===== src/rtl/lcg_ram.sv =====
module lcg_ram #(
    parameter int WIDTH = 8,
    parameter int DEPTH = 16
) (
    input  logic                     clk,
    input  logic                     we,
    input  logic [$clog2(DEPTH)-1:0] waddr,
    input  logic [WIDTH-1:0]         wdata,
    input  logic [$clog2(DEPTH)-1:0] raddr,
    output logic [WIDTH-1:0]         rdata
);

    logic [WIDTH-1:0] mem [DEPTH];
    logic [WIDTH-1:0] rdata_reg;

    always_ff @(posedge clk)
    begin
        if (we)
        begin
            mem[waddr] <= wdata;
        end
        rdata_reg <= mem[raddr];
    end

    assign rdata = rdata_reg;

endmodule


===== config.mk =====
export PLATFORM = sky130hd
export DESIGN_NAME = lcg_ram
export DESIGN_NICKNAME = d
export VERILOG_FILES = /design/src/rtl/lcg_ram.sv
export SDC_FILE = /design/constraint.sdc
export NUM_CORES = 1
export LEC_CHECK = 0
export ABC_AREA = 1
export BUFFER_PORTS_ARGS = -buffer_cell sky130_fd_sc_hd__buf_2
export CELL_PAD_IN_SITES_DETAIL_PLACEMENT = 0
export CELL_PAD_IN_SITES_GLOBAL_PLACEMENT = 1
export CORE_UTILIZATION = 52
export CTS_CLUSTER_DIAMETER = 40
export DETAILED_ROUTE_END_ITERATION = 8
export PLACE_DENSITY = 0.87
export SLEW_MARGIN = 10
export SYNTH_ARGS = -nofsm -noshare
export SYNTH_HDL_FRONTEND = slang
export SYNTH_SLANG_ARGS = --single-unit

===== constraint.sdc =====
create_clock -name clk -period 1.8 [get_ports clk]
set_input_delay 0.36 -clock clk [delete_from_list [all_inputs] [get_ports clk]]
set_output_delay 0.36 -clock clk [all_outputs]
set_load 0.05 [all_outputs]

* Word level (Yosys, flattened, before mapping)
Memory sizes are Yosys's and may differ from the RTL's. A register that Yosys moved wholly into a read port is not among the register bits.
Cells that the tools add are included.
** Storage, ports and cells
- RAM bits :: 128
- Flip-flop bits (word level) :: 0
- ROM bits :: 0
- Output and inout bits :: 8
- Latch bits :: 0
- Input port bits :: 18
- Memories :: 1
- Logic and storage cells :: 3
** Operators by class
- Equality and inequality tests :: 0
- Order comparisons :: 0
- Divide/modulo/power cells :: 0
- Reductions and logical operators :: 0
- Multiply operators :: 0
- Bitwise logic cells :: 0
- Add/subtract/negate cells :: 0
- Shift operators :: 0
- Muxes and demuxes :: 2
** Memories
- mem :: depth 16, width 8, read ports 1, clocked after memory_dff 1, wr ports 1, line 13 : logic [WIDTH-1:0] mem [DEPTH];
** Operator list (number)
- 1-bit 2-to-1 mux :: 2

* Depth between registers and ports, before layout
Gate-level depths: netlist of run 1.
- Depth in word-level cells :: 2
- Mapped depth :: 8
- Mapped depth without buffers :: 7

* Worst setup path after synthesis of run 1
Ideal clock, no wire load.
- Path type :: in2reg
- Start :: input waddr[2]
- End :: memory mem[10][0] (enable)
- Path buffers :: 0
- Stages :: 2
- Path slack :: 489 ps
- Library setup time :: 370 ps
- Arrival :: 941 ps
- Data required time :: 1430 ps
- Path through :: nand3b_1 > nor2_1
** RTL lines
- start: declaration :: line 7 : input logic [$clog2(DEPTH)-1:0] waddr,
- end: declaration :: line 13
Straight into the memory's write port.

* Worst setup path in the final report of run 1
- Start :: register rdata_reg[6], in the netlist rdata[6], read port of mem
- End :: output rdata[6]
** RTL lines
- start: declaration :: line 14 : logic [WIDTH-1:0] rdata_reg;
- end: declaration :: line 10 : output logic [WIDTH-1:0] rdata
No word-level cell between the ends.

==> results.md, run 1 <==
- Die X: 107 um
- Max Transition Viols Final: 0
- Synth top area cells: edfxtp_1, nand2_1, nand3_1
- Required time worst endpoint: 1.44 ns
- Total track usage: between 20 and 25%
- First-pass GRT wire length: 20400 um
- Cell taking the most area after synthesis: edfxtp_1
- HP Class: input pin to register
- Max-slew headroom: 72.9%
- Yosys warning count: 0
- Initial DRT Pass Iterations: 5
- Via density: 5.21
- Clock transition at path regs: 0.06 ns
- Max Freq: 0.666 GHz
- Logic pwr share: approximately 6.7%
- Cell Area, Placed: between 6000 and 7000 sq um
- Startpoint class of the critical path: register
- Routed wire length: 13000 um
- Critical path arrival: 1.14 ns
- Largest net degree at the start of global routing: 65
- Post-CTS Setup Repair Bufs: 0
- Register area share after synthesis: 69.4%
- Number of cell rows: 38
- Syn Area/Cell: around 10 sq um
- Switching share of power: 22.0%
- Buffers and inverters on the worst path: 1
- Run status: complete, no violations
- Final setup vio count: 0
- Clock root cell: clkbuf_8
- Minimum clock period: 1.50 ns
- Max-cap violations: 0
- Max Fanout on Critical Path: 1
- Final nets: 612
- Internal power: 5.90 mW
- Count of final hold-check violations: 0
- Gpl congestion: 0.823
- CTS tree: done
- DRC errors left: 0
- Worst skew pair latency: 0.53 ns
- Cts-stage hold buffer count: 0
- Post-Route Setup TNS: 0 ns
- CP peak stage delay: 0.34 ns
- Crit-path leading delay family: flip-flops
- Slowest CP cell: dfxtp_1
- Sequential power share: 47.0%
- Vias in the first global route: 3689
- Wire per inst: about 17 um
- Power per cell area: 1130 nW/um^2
- Cell area after synthesis: 5770 sq um
- Number of distinct library cells after synthesis: 12
- Clock buffer depth: 2
- Layout cells sized above 1: 12.9%
- Final ANT Viol Nets: 0
- Diodes inserted: 0
- Core Area: approximately 11000 sq um
- Slew @ Worst Pin: around 0.41 ns
- Count of state elements after synthesis: 136
- IO Count: 26
- Htree depth: 4
- Via count: 3889
- Max reg flops: 128
- P_leak: 2.93 nW
- Clock network fraction of design power: between 40% and 50%
- Port bufs: 25
- Post-synthesis cell count: about 550
- Initial core utilization: between 50 and 60%
- Die Ht: ~110 um
- Fillcell total: between 800 and 900
- Gr ovfl total: 0
- Net Sw Power: 1.67 mW
- Syn_nets: 569
- Design Area, Final: around 6700 sq um
- Yosys top cell area share: 66.7%
- Worst setup EP type: output pin
- Initial antenna violation count: 0
- Post-DP HPWL: 7910 um
- # resized after CTS: 0
- CTS Sinks: 136
- Clock Skews: 0.00631 ns
- Die footprint: 11500 sq um
- Crit-path cells: buf_2
- Area grow syn2layout: 16.1%
- Setup CP Type: register to output pin
- Period utilization: 83.4%
- Cts bufs inserted: 17
- RSZ-0062 raised after global routing: no
- VDD IR max: 0.585 mV
- Initial DRC count: 409
-- worst paths after layout --
| check | start | end | slack (ns) | cells past startpoint |
|---|---|---|---|---|
| setup reg to reg | mem[10][2] | rdata[2] | 0.74 | 6 |
| hold / removal | raddr[3] | rdata[3] | 0.20 | 3 |
| hold reg to reg | mem[12][1] | rdata[1] | 0.68 | 6 |
| setup / recovery | rdata[6] | rdata[6] | 0.30 | 1 |
-- cells in the final DEF (no fill, tap or decap) --
master / count
buf_12: 2
bufinv_16: 4
nand3b_1: 2
clkbuf_16: 16
inv_2: 2
buf_4: 21
clkinv_4: 2
clkinv_2: 2
buf_2: 25
nor2_1: 17
clkbuf_1: 1
clkbuf_8: 1
inv_1: 100
dfxtp_1: 8
nand2_1: 173
edfxtp_1: 128
clkinv_1: 3
nand3_1: 97
clkinvlp_4: 3
-- through the flow --
stage | setup slack, ns | hold slack [ns] | std cells | utilization (%) | total power [mW]
finish | 0.299 | 0.200 | 747 | 61.8 | 7.57
global route | 0.240 | 0.218 | 747 | 61.8 | 7.79
CTS | 0.263 | 0.175 | 747 | 61.8 | 7.60
detailed placement | 0.318 | 0.666 | 715 | 56.3 | 4.13
global placement | 0.324 | 0.665 | 715 | 56.3 | 4.13
floorplan | 0.489 | 0.459 | 551 | - | 3.95
-- layer usage --
metal	global-route usage, %	vias up	routed length, um
met3	6.60	19	897
met2	38.1	135	6320
met4	10.1	0	218
li1	-	1857	-
met5	0	-	0
met1	34.1	1878	5590
-- power groups by stage --
stage,Sequential (mW),Combinational [mW],Clock [mW]
finish,3.56,0.509,3.50
global route,3.57,0.554,3.67
CTS,3.56,0.508,3.53
detailed placement,3.63,0.505,0
global placement,3.63,0.498,0
floorplan,3.70,0.250,0
-- final cells by class --
cell class	count	area (sq um)	share of cell area (%)
well taps	140	175	2.62
clock buffers	18	418	6.24
inverters	102	383	5.72
repair buffers	48	323	4.82
clock inverters	14	181	2.71
flip-flops and latches	136	4000	59.8
multi-input cells	289	1210	18.1
-- kinds of logic (layout without fill, tap and decap cells) --
| group | Yosys count | after routing | synth area share, % |
|---|---|---|---|
| buf+inv | 126 | 182 | 9.52 |
| flops | 136 | 136 | 69.4 |
| simple gates | 289 | 289 | 21.0 |
-- cell usage after synthesis (all sizes together) --
| master | number |
|---|---|
| nand2 | 173 |
| buf | 24 |
| dfxtp | 8 |
| nand3 | 97 |
| nor2 | 17 |
| edfxtp | 128 |
| inv | 102 |
| nand3b | 2 |
-- worst register-to-register path, delay by kind of cell, from the launching register on --
family        cells  cell delay (ns)
buf+inv           1             0.07
flops             1             0.38
simple gates      5             0.51
Power figures use the tool's default switching activity.
==> inputs of run 2 (changes only) <==
- CORE_UTILIZATION: 52 -> 44
- PLACE_DENSITY: 0.87 -> 0.78
- clock period: 1.8 -> 1.3 ns (I/O delays scaled with it)
==> run 2 against run 1 <==
Compared with the run above:
- hold slack better by 0.054 ns
- critical path depth unchanged
- sequential share of layout area down 0.98 points
- critical endpoint is now rdata[5]
- clock skew about the same
- power up 37%
- clock-buffer cell count up 1
- highest routed layer unchanged
- combinational power up 43%
- clock power up 35%
- largest cell class unchanged
- final cell count up 5.0%
- register-to-register slack worse by 0.46 ns
- first-iteration DRC count down 30%
==> results.md, run 2 (synthesis results as in run 1) <==
- # resized after CTS: 3 (+3)
- Worst setup margin: 0.0280 ns (-0.271 ns)
- Startpoint class of the critical path: register
- Gr ovfl total: 0 (unchanged)
- Wire per inst: 16.3 um (-6.3%)
- Initial antenna violation count: 0 (unchanged)
- VDD IR max: 0.898 mV (+53%)
- Initial DRC count: 287 (-30%)
- Slowest CP cell: dfxtp_1
- Worst skew pair latency: 0.42 ns (-0.11 ns)
- IO Count: 26 (unchanged)
- Dpl cells: 752 (+5.2%)
- Max reg flops: 128 (unchanged)
- RSZ-0062 raised after global routing: no
- First-pass GRT wire length: 20100 um (-1.0%)
- Max Freq: 0.786 GHz
- Pre-CTS setup slack: -0.0742 ns (-0.392 ns)
- Max-cap violations: 0 (unchanged)
- Critical path arrival: 1.01 ns (-0.13 ns)
- Largest net degree at the start of global routing: 46 (-29%)
- DRC errors left: 0 (unchanged)
- Buffers and inverters on the worst path: 1 (unchanged)
- Final ANT Viol Nets: 0 (unchanged)
- Minimum clock period: 1.27 ns
- Post-Route Setup TNS: 0 ns (unchanged)
- Number of cell rows: 41 (+7.9%)
- Required time worst endpoint: 1.04 ns (-0.40 ns)
- Die X: 116 um (+8.5%)
- Crit-path cells: buf_2
- Port bufs: 25 (unchanged)
- Cts-stage hold buffer count: 0 (unchanged)
- CTS tree: done
- Post-DP HPWL: 8200 um (+3.7%)
- Die footprint: 13600 sq um (+18%)
- Gpl congestion: 0.858 (+4.2%)
- Initial core utilization: 45.3% (-7.9 points)
- Core Area: 12700 sq um (+17%)
- Setup CP Type: register to output pin
- Post-CTS Setup Repair Bufs: 0 (unchanged)
- Max-slew headroom: 70.4% (-2.4 points)
- Final nets: 617 (+0.82%)
- Post-Layout Cell Count: 784 (+5.0%)
- Total track usage: 21.1% (-3.8 points)
- P_leak: 2.96 nW (+1.1%)
- Layout cells sized above 1: 13.6% (+0.71 points)
- Cts bufs inserted: 17 (unchanged)
- Clock root cell: clkbuf_16
- Run status: complete, no violations
- Max Fanout on Critical Path: 1 (unchanged)
- Worst setup EP type: output pin
- Via count: 3798 (-2.3%)
- Period utilization: a little over nine tenths
- Max Transition Viols Final: 0 (unchanged)
- Clock Skews: 0.00661 ns (+0.000299 ns)
- Vias in the first global route: 3674 (-0.41%)
- Area grow syn2layout: 18.1%
- Slew @ Worst Pin: 0.443 ns (+0.0365 ns)
- Routed wire length: 12800 um (-1.6%)
- Power per cell area: 1530 nW/um^2 (+35%)
- Crit-path leading delay family: flip-flops
- Htree depth: 4 (unchanged)
- Fillcell total: 1160 (+31%)
- Total chip power: 10.4 mW (+37%)
- Die Ht: 116 um (+8.5%)
- Clock transition at path regs: 0.06 ns (about the same)
- Count of final hold-check violations: 0 (unchanged)
- Via density: 4.84 (-6.9%)
- Initial DRT Pass Iterations: 4 (-1)
- HP Class: input pin to register
- Commonest cells after routing, fill and taps aside: nand2_1, edfxtp_1, inv_1, nand3_1, buf_4
- Final setup vio count: 0 (unchanged)
- Diodes inserted: 0 (unchanged)
- Clock buffer depth: 2 (unchanged)
- Commonest non-fill, non-tap cell in the layout: nand2_1
- CP peak stage delay: 0.32 ns (-0.02 ns)
- CTS Sinks: 136 (unchanged)
-- run 2: final timing paths --
| path | to | start | cells past startpoint | slack (ns) |
|---|---|---|---|---|
| worst max-delay path | rdata[5] | rdata[5] | 1 | 0.03 |
| worst min-delay path | rdata[0] | raddr[2] | 4 | 0.25 |
| worst max register to register | rdata[5] | mem[8][5] | 6 | 0.28 |
| worst min register to register | rdata[1] | mem[12][1] | 6 | 0.66 |
-- run 2: worst min-delay path: cells and delay by family --
| family | cells | cell delay, ns |
|---|---|---|
| and+or+nand+nor | 3 | 0.22 |
| buffers and inverters | 1 | 0.15 |
-- run 2: layout make-up --
class | instances | area (sq um) | area share, %
multi-input combinational | 289 | 1210 | 17.8
clock inverter | 13 | 155 | 2.28
sequential | 136 | 4000 | 58.8
timing repair buffer | 53 | 405 | 5.95
clock buffer | 19 | 433 | 6.36
tap | 172 | 215 | 3.16
inverter | 102 | 383 | 5.62
-- run 2: report_power, final --
part	switching [mW]	internal [mW]
combinational	0.518	0.212
sequential	0.0314	4.90
clock	1.75	2.99
-- run 2: routing by layer --
metal / up-vias / global-route usage [%] / part of all wire, % / wire (um)
met2: 104 / 32.5 / 47 / 6070
met1: 1812 / 29.4 / 47 / 6050
met3: 14 / 4.36 / 3.9 / 506
met5: - / 0 / 0 / 0
li1: 1868 / - / - / -
met4: 0 / 8.46 / 1.5 / 189
-- run 2: per-stage QoR --
step	util [%]	instance area (sq um)	hold WS, ns
floorplan	-	5770	0.359
global placement	48.8	6210	0.652
detailed placement	48.8	6210	0.653
CTS	53.5	6810	0.247
global route	53.5	6810	0.258
finish	53.5	6810	0.254
